<file path="src/rtl/ehp_pkg.sv">
`default_nettype none

package ehp_pkg;

  // Header geometry
  localparam int unsigned HdrBytes = 52;
  localparam logic [31:0] ElfMagic = 32'h7f45_4c46;
  localparam logic [31:0] EtLoProc = 32'h0000_ff00;
  localparam logic [31:0] EtHiProc = 32'h0000_ffff;
  localparam logic [31:0] EtMaxStd = 32'd4;

  // Field ids
  localparam logic [3:0] FID_CLASS    = 4'd0;
  localparam logic [3:0] FID_DATA     = 4'd1;
  localparam logic [3:0] FID_IDENTVER = 4'd2;
  localparam logic [3:0] FID_TYPE     = 4'd3;
  localparam logic [3:0] FID_VERSION  = 4'd5;
  localparam logic [3:0] FID_SHSTRNDX = 4'd15;

  // Error codes
  localparam logic [2:0] ERR_NONE     = 3'd0;
  localparam logic [2:0] ERR_MAGIC    = 3'd1;
  localparam logic [2:0] ERR_CLASS    = 3'd2;
  localparam logic [2:0] ERR_DATA     = 3'd3;
  localparam logic [2:0] ERR_IDENTVER = 3'd4;
  localparam logic [2:0] ERR_TYPE     = 3'd5;
  localparam logic [2:0] ERR_VERSION  = 3'd6;

  // Encodings of the class and data bytes
  localparam logic [31:0] ENC_ONE = 32'd1;
  localparam logic [31:0] ENC_TWO = 32'd2;

  // What a byte position holds
  localparam logic [1:0] KIND_MAGIC = 2'd0;
  localparam logic [1:0] KIND_PAD   = 2'd1;
  localparam logic [1:0] KIND_FIELD = 2'd2;

  typedef struct packed {
    logic [7:0] byte_value;
    logic       header_start;
  } in_word_t;

  typedef struct packed {
    logic [3:0]  field_id;
    logic [31:0] field_value;
    logic [2:0]  error_code;
    logic        last_of_header;
  } out_word_t;

  typedef struct packed {
    logic      valid;
    out_word_t word;
  } ehp_res_t;

  typedef struct packed {
    logic [1:0] kind;
    logic [3:0] fid;
    logic [1:0] k;
    logic       last;
  } pos_info_t;

  // Map a byte offset to its field, the byte index within it and end flag
  function automatic pos_info_t pos_info(input logic [5:0] pos);
    pos_info_t  r;
    logic [5:0] rel;
    r   = '0;
    rel = '0;
    if (pos < 6'd4) begin
      r.kind = KIND_MAGIC;
      r.k    = pos[1:0];
      r.last = (pos == 6'd3);
    end else if (pos < 6'd7) begin
      r.kind = KIND_FIELD;
      rel    = pos - 6'd4;
      r.fid  = rel[3:0];
      r.last = 1'b1;
    end else if (pos < 6'd16) begin
      r.kind = KIND_PAD;
    end else if (pos < 6'd20) begin
      r.kind = KIND_FIELD;
      rel    = pos - 6'd16;
      r.fid  = 4'd3 + {3'b000, rel[1]};
      r.k    = {1'b0, rel[0]};
      r.last = rel[0];
    end else if (pos < 6'd40) begin
      r.kind = KIND_FIELD;
      rel    = pos - 6'd20;
      r.fid  = 4'd5 + {1'b0, rel[4:2]};
      r.k    = rel[1:0];
      r.last = &rel[1:0];
    end else begin
      r.kind = KIND_FIELD;
      rel    = pos - 6'd40;
      r.fid  = 4'd10 + {1'b0, rel[3:1]};
      r.k    = {1'b0, rel[0]};
      r.last = rel[0];
    end
    return r;
  endfunction

endpackage

`default_nettype wire

</file>
<file path="src/rtl/ehp_core.sv">
`default_nettype none

module ehp_core
  import ehp_pkg::*;
(
  input  wire logic     clk_i,
  input  wire logic     rst_ni,
  input  wire logic     step_i,
  input  wire in_word_t word_i,
  output ehp_res_t      res_o
);

  logic [5:0]  pos_q, pos_d;
  logic [31:0] acc_q, acc_d;
  logic        le_q, le_d;
  logic        halt_q, halt_d;

  logic [5:0]  pos_e;
  logic [31:0] acc_e;
  logic        le_e;
  logic        halt_e;
  pos_info_t   info;
  logic [31:0] base;
  logic [31:0] acc_new;
  logic [2:0]  err;
  logic [5:0]  pos_inc;

  // Apply the start flag before the byte is decoded
  assign pos_e  = word_i.header_start ? 6'd0  : pos_q;
  assign acc_e  = word_i.header_start ? 32'd0 : acc_q;
  assign le_e   = word_i.header_start ? 1'b0  : le_q;
  assign halt_e = word_i.header_start ? 1'b0  : halt_q;
  assign info   = pos_info(pos_e);
  assign pos_inc = pos_e + 6'd1;

  // Decode one byte
  always_comb begin
    base    = (info.k == 2'd0) ? 32'd0 : acc_e;
    acc_new = {acc_e[23:0], word_i.byte_value};
    err     = ERR_NONE;
    pos_d   = pos_e;
    acc_d   = acc_e;
    le_d    = le_e;
    halt_d  = halt_e;
    res_o   = '0;
    if (!halt_e) begin
      case (info.kind)
        KIND_MAGIC: begin
          acc_d = acc_new;
          if (info.last) begin
            acc_d = 32'd0;
            if (acc_new != ElfMagic) begin
              res_o.valid               = 1'b1;
              res_o.word.field_id       = FID_CLASS;
              res_o.word.field_value    = acc_new;
              res_o.word.error_code     = ERR_MAGIC;
              res_o.word.last_of_header = 1'b1;
              halt_d                    = 1'b1;
            end
          end
        end
        KIND_FIELD: begin
          if (le_e) begin
            acc_new = base | ({24'd0, word_i.byte_value} << {info.k, 3'b000});
          end else begin
            acc_new = {base[23:0], word_i.byte_value};
          end
          acc_d = acc_new;
          if (info.last) begin
            acc_d = 32'd0;
            case (info.fid)
              FID_CLASS: begin
                if (acc_new != ENC_ONE && acc_new != ENC_TWO) err = ERR_CLASS;
              end
              FID_DATA: begin
                if (acc_new != ENC_ONE && acc_new != ENC_TWO) err = ERR_DATA;
                else le_d = (acc_new == ENC_ONE);
              end
              FID_IDENTVER: begin
                if (acc_new == 32'd0) err = ERR_IDENTVER;
              end
              FID_TYPE: begin
                if (acc_new > EtMaxStd && acc_new != EtLoProc && acc_new != EtHiProc) begin
                  err = ERR_TYPE;
                end
              end
              FID_VERSION: begin
                if (acc_new == 32'd0) err = ERR_VERSION;
              end
              default: ;
            endcase
            res_o.valid         = 1'b1;
            res_o.word.field_id = info.fid;
            res_o.word.error_code = err;
            if (err != ERR_NONE) begin
              res_o.word.field_value    = acc_new;
              res_o.word.last_of_header = 1'b1;
              halt_d                    = 1'b1;
            end else begin
              res_o.word.field_value    = (info.fid == FID_CLASS) ?
                                          {acc_new[26:0], 5'b00000} : acc_new;
              res_o.word.last_of_header = (info.fid == FID_SHSTRNDX);
            end
          end
        end
        default: ;
      endcase
      // Advance unless this byte halted the parse
      if (!halt_d) begin
        pos_d = pos_inc;
        if (pos_inc == 6'(HdrBytes)) halt_d = 1'b1;
      end
    end
  end

  // Parser state
  always_ff @(posedge clk_i or negedge rst_ni) begin
    if (!rst_ni) begin
      pos_q  <= 6'd0;
      acc_q  <= 32'd0;
      le_q   <= 1'b0;
      halt_q <= 1'b1;
    end else if (step_i) begin
      pos_q  <= pos_d;
      acc_q  <= acc_d;
      le_q   <= le_d;
      halt_q <= halt_d;
    end
  end

  a_pos_range: assert property (@(posedge clk_i) disable iff (!rst_ni)
    pos_q <= 6'(HdrBytes))
    else $error("byte position beyond header");

  a_end_halts: assert property (@(posedge clk_i) disable iff (!rst_ni)
    pos_q == 6'(HdrBytes) |-> halt_q)
    else $error("parser running past end of header");

  a_err_halts: assert property (@(posedge clk_i) disable iff (!rst_ni)
    step_i && res_o.valid && res_o.word.error_code != ERR_NONE |=> halt_q)
    else $error("parser not halted after error");

endmodule

`default_nettype wire

</file>
<file path="src/rtl/elf32_header_parser.sv">
// ELF32 file header parser.
// Input channel: one header byte per word (in_data_i.byte_value) with
// header_start set on the first byte of a header; in_valid_i / in_stall_o.
// Output channel: one word per completed field with its id, value, error
// code and a last flag; out_valid_o / out_stall_i. Magic and padding bytes
// produce no word unless the magic check fails.
// Throughput: one byte per cycle while the output is not stalled, with a
// combinational decode between the input register and the output register.
// A byte accepted into the input register is decoded and its word is loaded
// into the output register, which drives out_valid_o.
// Stall: while out_stall_i holds a word, the decode stage holds its byte
// and in_stall_o rises; the stall reaches the input in the same cycle.
// Reset: both pipeline registers empty; the parser waits, ignoring bytes,
// until a byte with header_start. After an error or after byte 51 it
// waits again for the next start.
`default_nettype none

module elf32_header_parser
  import ehp_pkg::*;
(
  input  wire logic      clk_i,
  input  wire logic      rst_ni,
  input  wire logic      in_valid_i,
  output logic           in_stall_o,
  input  wire in_word_t  in_data_i,
  output logic           out_valid_o,
  input  wire logic      out_stall_i,
  output out_word_t      out_data_o
);

  logic      in_vld_q;
  in_word_t  in_q;
  logic      out_vld_q;
  out_word_t out_q;
  logic      out_free;
  logic      step;
  logic      in_load;
  ehp_res_t  res;

  assign out_free   = !out_vld_q || !out_stall_i;
  assign step       = in_vld_q && out_free;
  assign in_stall_o = in_vld_q && !out_free;
  assign in_load    = in_valid_i && !in_stall_o;

  ehp_core u_core (
    .clk_i  (clk_i),
    .rst_ni (rst_ni),
    .step_i (step),
    .word_i (in_q),
    .res_o  (res)
  );

  // Pipeline valid flags
  always_ff @(posedge clk_i or negedge rst_ni) begin
    if (!rst_ni) begin
      in_vld_q  <= 1'b0;
      out_vld_q <= 1'b0;
    end else begin
      if (!in_stall_o) in_vld_q <= in_valid_i;
      if (out_free) out_vld_q <= step && res.valid;
    end
  end

  // Payload registers
  always_ff @(posedge clk_i) begin
    if (in_load) in_q <= in_data_i;
    if (out_free && step && res.valid) out_q <= res.word;
  end

  assign out_valid_o = out_vld_q;
  assign out_data_o  = out_q;

  a_stall_cause: assert property (@(posedge clk_i) disable iff (!rst_ni)
    in_stall_o |-> out_valid_o && out_stall_i)
    else $error("input stalled without output back-pressure");

  a_err_last: assert property (@(posedge clk_i) disable iff (!rst_ni)
    out_valid_o && out_data_o.error_code != ERR_NONE |-> out_data_o.last_of_header)
    else $error("error word without last flag");

  a_class_val: assert property (@(posedge clk_i) disable iff (!rst_ni)
    out_valid_o && out_data_o.field_id == FID_CLASS &&
    out_data_o.error_code == ERR_NONE |->
    out_data_o.field_value == 32'd32 || out_data_o.field_value == 32'd64)
    else $error("class word not 32 or 64");

endmodule

`default_nettype wire
</file>
<file path="config.mk">
export PLATFORM = sky130hd
export DESIGN_NAME = elf32_header_parser
export DESIGN_NICKNAME = d
export VERILOG_FILES = /design/src/rtl/ehp_pkg.sv /design/src/rtl/ehp_core.sv /design/src/rtl/elf32_header_parser.sv
export SDC_FILE = /design/constraint.sdc
export NUM_CORES = 1
export LEC_CHECK = 0
export ABC_AREA = 0
export BUFFER_PORTS_ARGS = -buffer_cell sky130_fd_sc_hd__buf_2
export CAP_MARGIN = 25
export CELL_PAD_IN_SITES_DETAIL_PLACEMENT = 0
export CELL_PAD_IN_SITES_GLOBAL_PLACEMENT = 2
export CORE_UTILIZATION = 40
export DETAILED_ROUTE_END_ITERATION = 8
export GPL_ROUTABILITY_DRIVEN = 0
export PLACE_DENSITY = 0.95
export SLEW_MARGIN = 30
export SYNTH_ARGS = -nofsm -noshare
export SYNTH_HDL_FRONTEND = slang
export SYNTH_SLANG_ARGS = --single-unit
</file>
<file path="constraint.sdc">
create_clock -name clk_i -period 7.49 [get_ports clk_i]
set_clock_uncertainty 0.1 [all_clocks]
set_input_delay 1.1235 -clock clk_i [delete_from_list [all_inputs] [get_ports clk_i]]
set_output_delay 1.1235 -clock clk_i [all_outputs]
set_load 0.03 [all_outputs]
</file>
==> results.py <==
metrics = {
    "run_status": {
        "outcome": "complete, no violations",
    },
    "die": {
        "die_w_um": 123,
        "die_h_um": 123,
        "row_count": 43,
        "design.portCount": 55,
        "initial_utilization": 0.417,
        "core_area_sq_um": 14100,
        "full_die_area_sq_um": 15200,
    },
    "grt": {
        "gr-usage-all-layers": 0.255,
        "global_route.overflow_total": 0,
        "grt_pass1_vias": 5184,
        "grt_first_pass_wirelength_um": 29000,
        "met1_usage": 0.379,
        "pin_count_of_the_biggest_net_entering_global_routing": 44,
        "grt-busiest-layer": "met1",
        "globalRouteMet3Util": 0.0678,
        "antenna_violations_before_repair": 0,
        "grt.met2_usage": 0.341,
    },
    "routing": {
        "drt_pre_antenna_iters": 8,
        "vias": 5541,
        "drt_wl_total_um": 18400,
        "vias_per_cell": 6.27,
        "final_antenna_net_count": 0,
        "drc": 0,
        "avgRoutedWirePerCell_um": 20.8,
        "drtIter0Drc": 887,
    },
    "sta": {
        "worst-slew-pin-transition_ns": 0.947,
        "rsz0062_at_grt": "false",
        "finalCriticalPeriod_ns": 4.78,
        "finalHoldWorstSlack_ns": 0.406,
        "finalSetupTns_ns": 0,
        "fmax_mhz": 209,
        "hold_viol": 0,
        "drv_slew": 0,
        "setup_viol": 0,
        "slew_headroom": 0.369,
        "fin_crit_sh": 0.639,
    },
    "logic_synthesis": {
        "synthesis.area_per_instance_sq_um": 8.61,
        "post_synth_edffs": 49,
        "synth.yosys.seq_area_share": 0.429,
        "syn_inst": 683,
        "synth_warnings": 0,
        "yosys_most_used_dff": "edfxtp_1",
        "synth_cell_types": 69,
        "synthesis.nets": 700,
        "mappedNetlistArea_sq_um": 5880,
        "async_set_or_reset_register_ratio_after_synthesis": 0.462,
        "synth_seq_cells": 91,
    },
    "finish": {
        "drive_above_1_share": 0.143,
        "num-fill-cells": 1392,
        "layout.cell_area.non_filler_sq_um": 6540,
        "utilization_after_layout": 0.464,
        "fin_cells": 884,
        "finish.net_count": 716,
        "most-common-layout-cells": "nor2_1 (87), nand2_1 (66), a22oi_1 (58)",
        "insertedDiodeCount": 0,
        "areaGrowthSynthToFinish_pct": 11.2,
        "final_common_cell": "nor2_1",
    },
    "clock_network": {
        "clock-root-buffer": "clkbuf_16",
        "total_clock_buffers_created_by_cts": 9,
        "clock_insertion_delay_worst_skew_ns": 0.36,
        "ctsHtreeMaxLevel": 3,
        "clk_transition_reported_paths_ns": 0.07,
        "cts_tree": "yes",
        "cts_resized": 0,
        "buffer_levels_on_the_longest_clock_path": 2,
        "cts_hold_repair.buffers": 0,
        "cts.sinks": 91,
        "cts_setup_buffers": 0,
    },
    "critical_path": {
        "crit_required_ns": 7.45,
        "timing.reg2reg.setup_slack_ns": 2.71,
        "setup.worst_path.end_class": "flop",
        "type_of_element_launching_the_critical_path": "flop",
        "critical_path.max_fanout": 27,
        "critical_path_class": "reg2reg",
        "critPathArrivalTime_ns": 4.75,
    },
    "placement": {
        "placed_cells_incl_taps": 866,
        "buffer_ports.inserted": 54,
        "placedInstanceArea_sq_um": 6210,
        "detailed_place_hpwl_um": 13200,
    },
    "power_and_ir_drop": {
        "static-leakage-power_nw": 2.40,
        "peakVddDrop_mv": 0.143,
        "power.density_nw_per_um2": 368,
    },
    "worst_hold_path": {
        "hp-class": "reg2reg",
    },
    "flow_run": {
        "timing.max_cap.violations": 0,
    },
}
[stage by stage]
stage          setup WS (ns)  total power [mW]
3_5_place_dp            2.06              1.92
3_3_place_gp            2.15              1.91
5_1_grt                 2.29              2.56
4_1_cts                 2.01              2.38
2_1_floorplan           2.37              1.62
6_report                2.71              2.41
[state kept, by name (all words and copies together) (netlist names)]
signal and cells:
u_core.pos_q 6, in_q 9, u_core.halt_q 1, out_valid_o 1, u_core.le_q 1, u_core.acc_q 32, out_data_o 40, in_vld_q 1
[synthesized netlist by cell type (2+ instances only)]
cell type / count / share of area
nor3b_1: 5 / 0.0064
a21o_1: 9 / 0.011
nand3b_1: 2 / 0.0026
clkbuf_1: 44 / 0.028
nand4_1: 12 / 0.013
nand2_1: 66 / 0.042
a41oi_1: 2 / 0.0030
nand2b_1: 18 / 0.019
and3_1: 3 / 0.0032
a22oi_1: 58 / 0.074
o21ai_1: 6 / 0.0051
a221oi_1: 5 / 0.0074
or2_2: 3 / 0.0032
a21oi_4: 2 / 0.0055
buf_1: 2 / 0.0013
o2111ai_1: 2 / 0.0030
a21oi_1: 33 / 0.028
edfxtp_1: 49 / 0.25
nand3_1: 17 / 0.014
a31oi_1: 4 / 0.0043
a22o_1: 5 / 0.0074
nor2_1: 89 / 0.057
buf_6: 4 / 0.0077
buf_2: 6 / 0.0051
nor3_1: 19 / 0.016
o211ai_1: 3 / 0.0038
nor2_2: 2 / 0.0021
a211oi_1: 8 / 0.010
nor2b_1: 35 / 0.037
inv_1: 10 / 0.0064
o21ai_0: 56 / 0.048
dfrtp_1: 41 / 0.17
a221o_1: 2 / 0.0034
o31ai_1: 12 / 0.015
nor4_1: 6 / 0.0064
ha_1: 4 / 0.0085
and2_1: 4 / 0.0043
o31a_1: 2 / 0.0030
a32oi_1: 3 / 0.0045
[worst paths after layout]
| path | from | end | depth (start not counted) |
|---|---|---|---|
| setup / recovery | u_core.pos_q[4] | out_data_o[15] | 9 |
| hold / removal | u_core.acc_q[15] | u_core.acc_q[15] | 2 |
| setup reg to reg | u_core.pos_q[4] | out_data_o[15] | 9 |
| hold reg to reg | u_core.acc_q[15] | u_core.acc_q[15] | 2 |
| max in group asynchronous | rst_ni | u_core.acc_q[10] | 1 |
| min in group asynchronous | rst_ni | in_vld_q | 1 |
[cell families (layout without fill, tap and decap cells)]
group / Yosys count / after routing / share of synthesized area
flip-flops: 91 / 91 / 0.429
buffers and inverters: 67 / 88 / 0.0494
multiplexers: 2 / 2 / 0.00362
AND/OR/NAND/NOR: 290 / 290 / 0.240
adder cells (fa/ha/maj): 4 / 4 / 0.00851
XOR/XNOR: 2 / 2 / 0.00298
AO/OA/AOI/OAI: 227 / 227 / 0.266
[critical path: stages, from the launching register on]
cell and delay [ns]:
dfrtp_1 0.69, nor2_2 0.43, a21o_1 0.80, nand3_1 0.32
a21oi_4 0.63, inv_1 0.16, o21ai_0 0.23, o21ai_0 0.39
nor2_4 0.49, buf_16 0.23
[layout make-up]
cell class,count,area [sq um],area share
Clock buffer,9,225,0.0344
Clock inverter,7,66.3,0.0101
Inverter,10,37.5,0.00574
Multi-Input combinational cell,525,3110,0.475
Sequential cell,91,2520,0.386
Tap cell,180,225,0.0344
Timing Repair Buffer,62,357,0.0545
[per-layer routing]
layer	up-vias	wire length [um]	part of all wire
met5	-	0	0
met4	0	602	0.033
met3	45	2010	0.11
met2	343	7380	0.40
met1	2588	8370	0.46
li1	2565	-	-
[report_power, final]
part	internal (mW)	total [mW]	switching, mW	leakage (nW)
Combinational	0.340	1.14	0.800	1.24
Sequential	0.660	0.821	0.161	1.02
Clock	0.234	0.449	0.215	0.138
Total	1.23	2.41	1.18	2.40
No activity file was read; power rests on OpenSTA's default activity.
